<file path="src/sv/bds_pkg.sv">
`timescale 1ns / 1ps
`default_nettype none

package bds_pkg;

    // two divider lanes: index 0 is the x4 prescale, index 1 the x16 prescale
    localparam int LANES = 2;
    localparam int LANE_X4 = 0;
    localparam int LANE_X16 = 1;

    localparam int CLK_W = 28;
    localparam int BAUD_W = 22;

    // first chain: rounded divisor, one numerator bit per cell
    localparam int STEPS_A = 29;
    localparam int DEN_A_W = 26;

    // second chain: permille error, quotient never reaches 1024
    localparam int STEPS_B = 10;
    localparam int DEN_B_W = 29;
    localparam int ERR_NUM_W = 36;
    localparam int DIFF_W = 26;

    localparam logic [CLK_W-1:0] CLK_RESET = 28'd16000000;
    localparam int ERR_SCALE = 1000;

    // characters per ms: (baud + 5000) / 10000 by reciprocal and one correction
    localparam int BPM_X_W = 23;
    localparam int BPM_PROD_W = 47;
    localparam int BPM_SHIFT = 37;
    localparam int BPM_Q_W = 10;
    localparam int BPM_REM_W = 15;
    localparam logic [23:0] BPM_RECIP = 24'd13743895;
    localparam int BPM_BIAS = 5000;
    localparam int BPM_DIV = 10000;

    typedef struct packed {
        logic [1:0]          port;
        logic                zero;
        logic [BPM_X_W-1:0]  x;
        logic [BPM_Q_W-1:0]  qe;
    } t_side_a;

    typedef struct packed {
        logic [1:0]           port;
        logic                 zero;
        logic                 neg4;
        logic                 neg16;
        logic                 fit4;
        logic [7:0]           d4;
        logic [7:0]           d16;
        logic [BPM_Q_W-1:0]   qe;
        logic [BPM_REM_W-1:0] brem;
    } t_side_b;

endpackage

`default_nettype wire

</file>
<file path="src/sv/bds_div_cell.sv">
`timescale 1ns / 1ps
`default_nettype none

module bds_div_cell
    import bds_pkg::*;
#(
    parameter int STEPS = 2,
    parameter int DEN_W = 2,
    parameter int SIDE_W = 1
) (
    input  wire logic                               i_clk,
    input  wire logic                               i_rst_n,
    input  wire logic                               i_en,
    input  wire logic                               i_valid,
    input  wire logic [LANES-1:0][DEN_W-1:0]        i_rem,
    input  wire logic [LANES-1:0][STEPS-1:0]        i_num,
    input  wire logic [LANES-1:0][STEPS-1:0]        i_quo,
    input  wire logic [LANES-1:0][DEN_W-1:0]        i_den,
    input  wire logic [SIDE_W-1:0]                  i_side,
    output logic                                    o_valid,
    output logic [LANES-1:0][DEN_W-1:0]             o_rem,
    output logic [LANES-1:0][STEPS-1:0]             o_num,
    output logic [LANES-1:0][STEPS-1:0]             o_quo,
    output logic [LANES-1:0][DEN_W-1:0]             o_den,
    output logic [SIDE_W-1:0]                       o_side
);

    logic [LANES-1:0][DEN_W:0]     w_trial;
    logic [LANES-1:0][DEN_W:0]     w_diff;
    logic [LANES-1:0]              w_ge;
    logic [LANES-1:0][DEN_W-1:0]   n_rem;
    logic [LANES-1:0][STEPS-1:0]   n_num;
    logic [LANES-1:0][STEPS-1:0]   n_quo;

    // one restoring step per lane: shift in the next numerator bit, subtract if it fits
    always_comb begin
        for (int l = 0; l < LANES; l++) begin
            w_trial[l] = {i_rem[l], i_num[l][STEPS-1]};
            w_ge[l] = w_trial[l] >= {1'b0, i_den[l]};
            w_diff[l] = w_trial[l] - {1'b0, i_den[l]};
            n_rem[l] = w_ge[l] ? w_diff[l][DEN_W-1:0] : w_trial[l][DEN_W-1:0];
            n_num[l] = {i_num[l][STEPS-2:0], 1'b0};
            n_quo[l] = {i_quo[l][STEPS-2:0], w_ge[l]};
        end
    end

    // valid flag
    always_ff @(posedge i_clk) begin
        if (!i_rst_n) begin
            o_valid <= 1'b0;
        end else if (i_en) begin
            o_valid <= i_valid;
        end
    end

    // payload
    always_ff @(posedge i_clk) begin
        if (i_en) begin
            o_rem <= n_rem;
            o_num <= n_num;
            o_quo <= n_quo;
            o_den <= i_den;
            o_side <= i_side;
        end
    end

endmodule

`default_nettype wire

</file>
<file path="src/sv/bds_div_chain.sv">
`timescale 1ns / 1ps
`default_nettype none

module bds_div_chain
    import bds_pkg::*;
#(
    parameter int STEPS = 2,
    parameter int DEN_W = 2,
    parameter int SIDE_W = 1
) (
    input  wire logic                               i_clk,
    input  wire logic                               i_rst_n,
    input  wire logic                               i_en,
    input  wire logic                               i_valid,
    input  wire logic [LANES-1:0][DEN_W-1:0]        i_rem,
    input  wire logic [LANES-1:0][STEPS-1:0]        i_num,
    input  wire logic [LANES-1:0][DEN_W-1:0]        i_den,
    input  wire logic [SIDE_W-1:0]                  i_side,
    output logic                                    o_valid,
    output logic [LANES-1:0][DEN_W-1:0]             o_rem,
    output logic [LANES-1:0][STEPS-1:0]             o_quo,
    output logic [LANES-1:0][DEN_W-1:0]             o_den,
    output logic [SIDE_W-1:0]                       o_side
);

    logic                              w_valid [STEPS+1];
    logic [LANES-1:0][DEN_W-1:0]       w_rem [STEPS+1];
    logic [LANES-1:0][STEPS-1:0]       w_num [STEPS+1];
    logic [LANES-1:0][STEPS-1:0]       w_quo [STEPS+1];
    logic [LANES-1:0][DEN_W-1:0]       w_den [STEPS+1];
    logic [SIDE_W-1:0]                 w_side [STEPS+1];

    // chain head
    assign w_valid[0] = i_valid;
    assign w_rem[0] = i_rem;
    assign w_num[0] = i_num;
    assign w_quo[0] = '0;
    assign w_den[0] = i_den;
    assign w_side[0] = i_side;

    // one cell per quotient bit
    for (genvar g = 0; g < STEPS; g++) begin : g_cell
        bds_div_cell #(
            .STEPS(STEPS),
            .DEN_W(DEN_W),
            .SIDE_W(SIDE_W)
        ) u_cell (
            .i_clk(i_clk),
            .i_rst_n(i_rst_n),
            .i_en(i_en),
            .i_valid(w_valid[g]),
            .i_rem(w_rem[g]),
            .i_num(w_num[g]),
            .i_quo(w_quo[g]),
            .i_den(w_den[g]),
            .i_side(w_side[g]),
            .o_valid(w_valid[g+1]),
            .o_rem(w_rem[g+1]),
            .o_num(w_num[g+1]),
            .o_quo(w_quo[g+1]),
            .o_den(w_den[g+1]),
            .o_side(w_side[g+1])
        );
    end

    // chain tail, the numerator is fully shifted out here
    assign o_valid = w_valid[STEPS];
    assign o_rem = w_rem[STEPS];
    assign o_quo = w_quo[STEPS];
    assign o_den = w_den[STEPS];
    assign o_side = w_side[STEPS];

endmodule

`default_nettype wire

</file>
<file path="config.mk">
export PLATFORM = sky130hd
export DESIGN_NAME = bds_div_chain
export DESIGN_NICKNAME = d
export VERILOG_FILES = /design/src/sv/bds_pkg.sv /design/src/sv/bds_div_cell.sv /design/src/sv/bds_div_chain.sv
export SDC_FILE = /design/constraint.sdc
export NUM_CORES = 1
export LEC_CHECK = 0
export ABC_AREA = 1
export BUFFER_PORTS_ARGS = -buffer_cell sky130_fd_sc_hd__buf_2
export CAP_MARGIN = 20
export CORE_MARGIN = 4
export CORE_UTILIZATION = 41
export DETAILED_ROUTE_END_ITERATION = 16
export PLACE_DENSITY = 0.66
export SYNTH_ARGS = -nofsm -noshare
export SYNTH_HDL_FRONTEND = slang
export SYNTH_SLANG_ARGS = --single-unit
</file>
<file path="constraint.sdc">
create_clock -name i_clk -period 1.2 [get_ports i_clk]
set_input_delay 0.24 -clock i_clk [delete_from_list [all_inputs] [get_ports i_clk]]
set_output_delay 0.24 -clock i_clk [all_outputs]
set_load 0.1 [all_outputs]
</file>
* Word-level counts from Yosys, hierarchy flattened
Index checks and enable logic that the tools add are counted.
Cells by class: order comparisons 4, mux-type cells 4, $add $sub $neg 4
Operator list (count):
- $ge A3 B2 Y1 | 4
- $mux W2 | 4
- $sub A2 B2 Y2 | 4
Storage, ports and cells: register bits after elaboration 28

* Longest topological paths before layout
word-level depth 2, depth in mapped cells 7

* Hierarchy
From an unflattened synthesis, not the netlist that was laid out.
Unflattened totals: cells, all modules 117, area total of the unflattened synthesis 1465.2 um^2
Modules (own cells, without submodules):
- bds_div_cell | seq. area each 470.5 um^2, cells each 58, instances 2, area an instance 730.7 um^2
- bds_div_chain | seq. area each 0.0 um^2, cells each 1, instances 1, area an instance 3.8 um^2

* Least setup slack after synthesis
Ideal clock, no wire load.
kind register to register, from register g_cell[1].u_cell.o_valid (netlist name), to register g_cell[1].u_cell.o_valid, data arrival time 1.218 ns, setup time 0.067 ns, path buffers 0, setup slack -0.085 ns, stages on the path, launching flop included 3, path through dfxtp_1 -> o21ai_0 -> nor2_1
RTL lines:
- end signal, assigned | RTL line bds_div_cell.sv:52 | o_valid <= i_valid;
- end, declared | RTL line bds_div_cell.sv:20 | output logic o_valid,

==> summary.txt <==
Worst setup path
  • Critical path's slowest cell: edfxtp_1
  • R2R setup slack: -0.03 ns
  • Max incr delay on CP: 0.46 ns
  • Worst setup SP type: flop
  • Setup crit end kind: flop
  • CP Data Required Time: 1.30 ns
  • WP buf/inv: 0
  • Crit Path Class: flop to flop
  • Worst path most repeated cell: nand2_1
  • Worst Setup SP: g_cell[0].u_cell.o_rem[0]
  • Crit path DAT: 1.33 ns
  • Worst-path maximum fanout: 3
  • CP delay by family, top: flip-flops
  • FF-to-FF Start: g_cell[0].u_cell.o_rem[0]
  • Crit-path cells: ha_4, nand2_4, nand3_2, nand2_1, nand2_1

STA
  • Slew margin rel.: 89.3%
  • FMAX: 810 MHz
  • RSZ-0062 raised after global routing: yes
  • Skew final: 0.00128 ns
  • Setup ws final: -0.0349 ns
  • Final Hold Fails: 0
  • WHS: 0.0861 ns
  • # setup viols final: 5
  • Pins Over Slew Limit: 0
  • Fin crit share: 103%
  • Final min period: 1.23 ns
  • Slew @ Worst Pin: 0.159 ns
  • TNS Setup: -0.0727 ns

Drt
  • DR vias: 839
  • WL per Instance: 10.3 um
  • Remaining antenna violation count: 0
  • Routed Wire Length: 2010 um
  • DRT Pass-1 Iters: 3
  • DR vias/cell: 4.30
  • DR DRC count: 0
  • DR iter-0 viols: 12

Placement
  • PortBufs: 30
  • HPWL after DPL: 1600 um
  • Final Wtd Congestion: 0.677

Status
  • Failing checks: setup timing
  • Status: complete, but fails checks

Pwr
  • Total power: 2.67 mW
  • VDD IR max: 0.423 mV
  • Power per Cell Area: 1400 mW/mm^2
  • Pleak: 0.829 nW

Final layout
  • Antenna diodes: 0
  • Share of post-route cells with drive strength above 1: 45.0%
  • Nets: 177
  • Core Util, Final: 62.6%
  • Area growth syn-to-layout: 46.4%

Die
  • Die X: 64.4 um
  • Ports: 31
  • Die span in y: 64.4 um
  • Row count: 20
  • Core Area: 0.00305 mm^2
  • Die area: 0.00415 mm^2
  • Initial Utilization: 42.7%

Global route
  • Total track usage: 10.5%
  • First-pass GRT wire length: 3390 um
  • Grt ovf: 0
  • Antenna violations before repair: 0
  • Vias in the first global route: 822
  • Largest net degree at the start of global routing: 30

Synth
  • Synth Warn #: 0
  • Sequential area share after synthesis: 62.9%
  • Post-Syn Nets: 132
  • Top cell type by total area after synthesis: edfxtp_1
  • Synth top area cells: edfxtp_1, ha_1, nand2_1
  • Yosys top cell area share: 59.8%
  • Gate Count Post-Synth: 107
  • Yosys reg bits: 28
  • Mapped Avg Cell Area: 12.2 um^2
  • Synth unique cells: 12
  • Synthesized cell area: 0.00131 mm^2

Clocking
  • Clk slew on worst S/H paths: 0.14 ns
  • Clk root buf: clkbuf_4
  • CTS buffer count: 3
  • Hold-fix buffers, CTS: 0
  • Clock sinks: 28
  • CTS tree: done
  • Max Root-Sink Buffers: 2
  • H-tree depth: 1
  • Clk Latency, worst-skew pair: 0.32 ns

Min path
  • Hold crit path type: input pin to flop
  • Hold_sp: i_num[2]

Run
  • Max Cap Viol: 0
cell usage in the layout, fill, tap and decap left out:
master / n
clkbuf_4: 3
dfxtp_1: 1
nand4_1: 8
nand2_2: 6
o21ai_0: 2
xnor2_1: 4
clkinv_1: 1
ha_1: 4
dfxtp_2: 1
inv_1: 15
nand2_4: 4
nand3_2: 4
nor2_1: 4
buf_4: 9
buf_2: 16
buf_12: 15
nand2_1: 18
nor2_4: 4
edfxtp_1: 26
inv_2: 2
ha_4: 4
worst register-to-register path, stage by stage, from the launching register on:
cell and delay, ns:
edfxtp_1 0.46, ha_4 0.30, nand2_4 0.07, nand3_2 0.08, nand2_1 0.06, nand2_1 0.04
power breakdown:
part           switching, mW  internal, mW
logic                  0.619         0.407
clock network          0.255         0.122
registers             0.0705          1.20
cell families (layout without fill, tap and decap cells):
| logic type | after synthesis | count (layout) | synth area share (%) |
|---|---|---|---|
| flops | 28 | 28 | 62.9 |
| simple gates | 48 | 48 | 21.1 |
| fa+ha+maj | 8 | 8 | 7.67 |
| compound gates | 2 | 2 | 0.767 |
| buf+inv | 17 | 61 | 4.89 |
| xor+xnor | 4 | 4 | 2.68 |
Yosys cell counts:
cell	count
edfxtp_1	26
nand2_1	20
inv_1	17
ha_1	8
nand2_2	8
nand4_1	8
nand3_2	4
nor2_1	4
nor2_4	4
xnor2_1	4
dfxtp_1	2
o21ai_0	2
registers in the layout (all words and copies together), names as in the netlist:
name	count
g_cell.u_cell.o_den	8
g_cell.u_cell.o_quo	6
g_cell.u_cell.o_side	2
g_cell.u_cell.o_rem	8
g_cell.u_cell.o_valid	2
g_cell.u_cell.o_num	2
final timing paths:
kind / to / cells past startpoint
min: g_cell[0].u_cell.o_num[3] / 1
max: g_cell[1].u_cell.o_rem[1] / 5
min reg2reg: g_cell[1].u_cell.o_side / 0
max reg2reg: g_cell[1].u_cell.o_rem[1] / 5
layout make-up:
class | count | area, um^2
multi-input cells | 62 | 495
inverters | 17 | 63.8
flip-flops and latches | 28 | 822
clock buffers | 3 | 22.5
well taps | 44 | 55.1
repair buffers | 40 | 448
clock inverters | 1 | 3.75
fillers | 245 | 1140
stage by stage:
stage	cell area, um^2	worst slack [ns]	cells
6_report	1910	-0.0349	195
3_5_place_dp	1800	-0.0721	187
2_1_floorplan	1330	0.0265	107
4_1_cts	1870	-0.0345	193
5_1_grt	1910	-0.0821	195
3_3_place_gp	1800	-0.0342	187
timing repair:
| item | CTS | global route |
|---|---|---|
| pin swaps | 2 | 10 |
| setup endpoints to repair | 10 | 17 |
| gates resized for setup | 5 | 5 |
| setup buffers | 2 | 2 |
layer usage:
| metal | global-route usage (%) | routed length [um] | vias up |
|---|---|---|---|
| met3 | 1.39 | 103 | 4 |
| met5 | 0 | 0 | - |
| met4 | 6.33 | 55 | 0 |
| li1 | - | - | 449 |
| met2 | 20.4 | 1030 | 24 |
| met1 | 10.6 | 822 | 362 |
(Power assumes the default switching activity.)
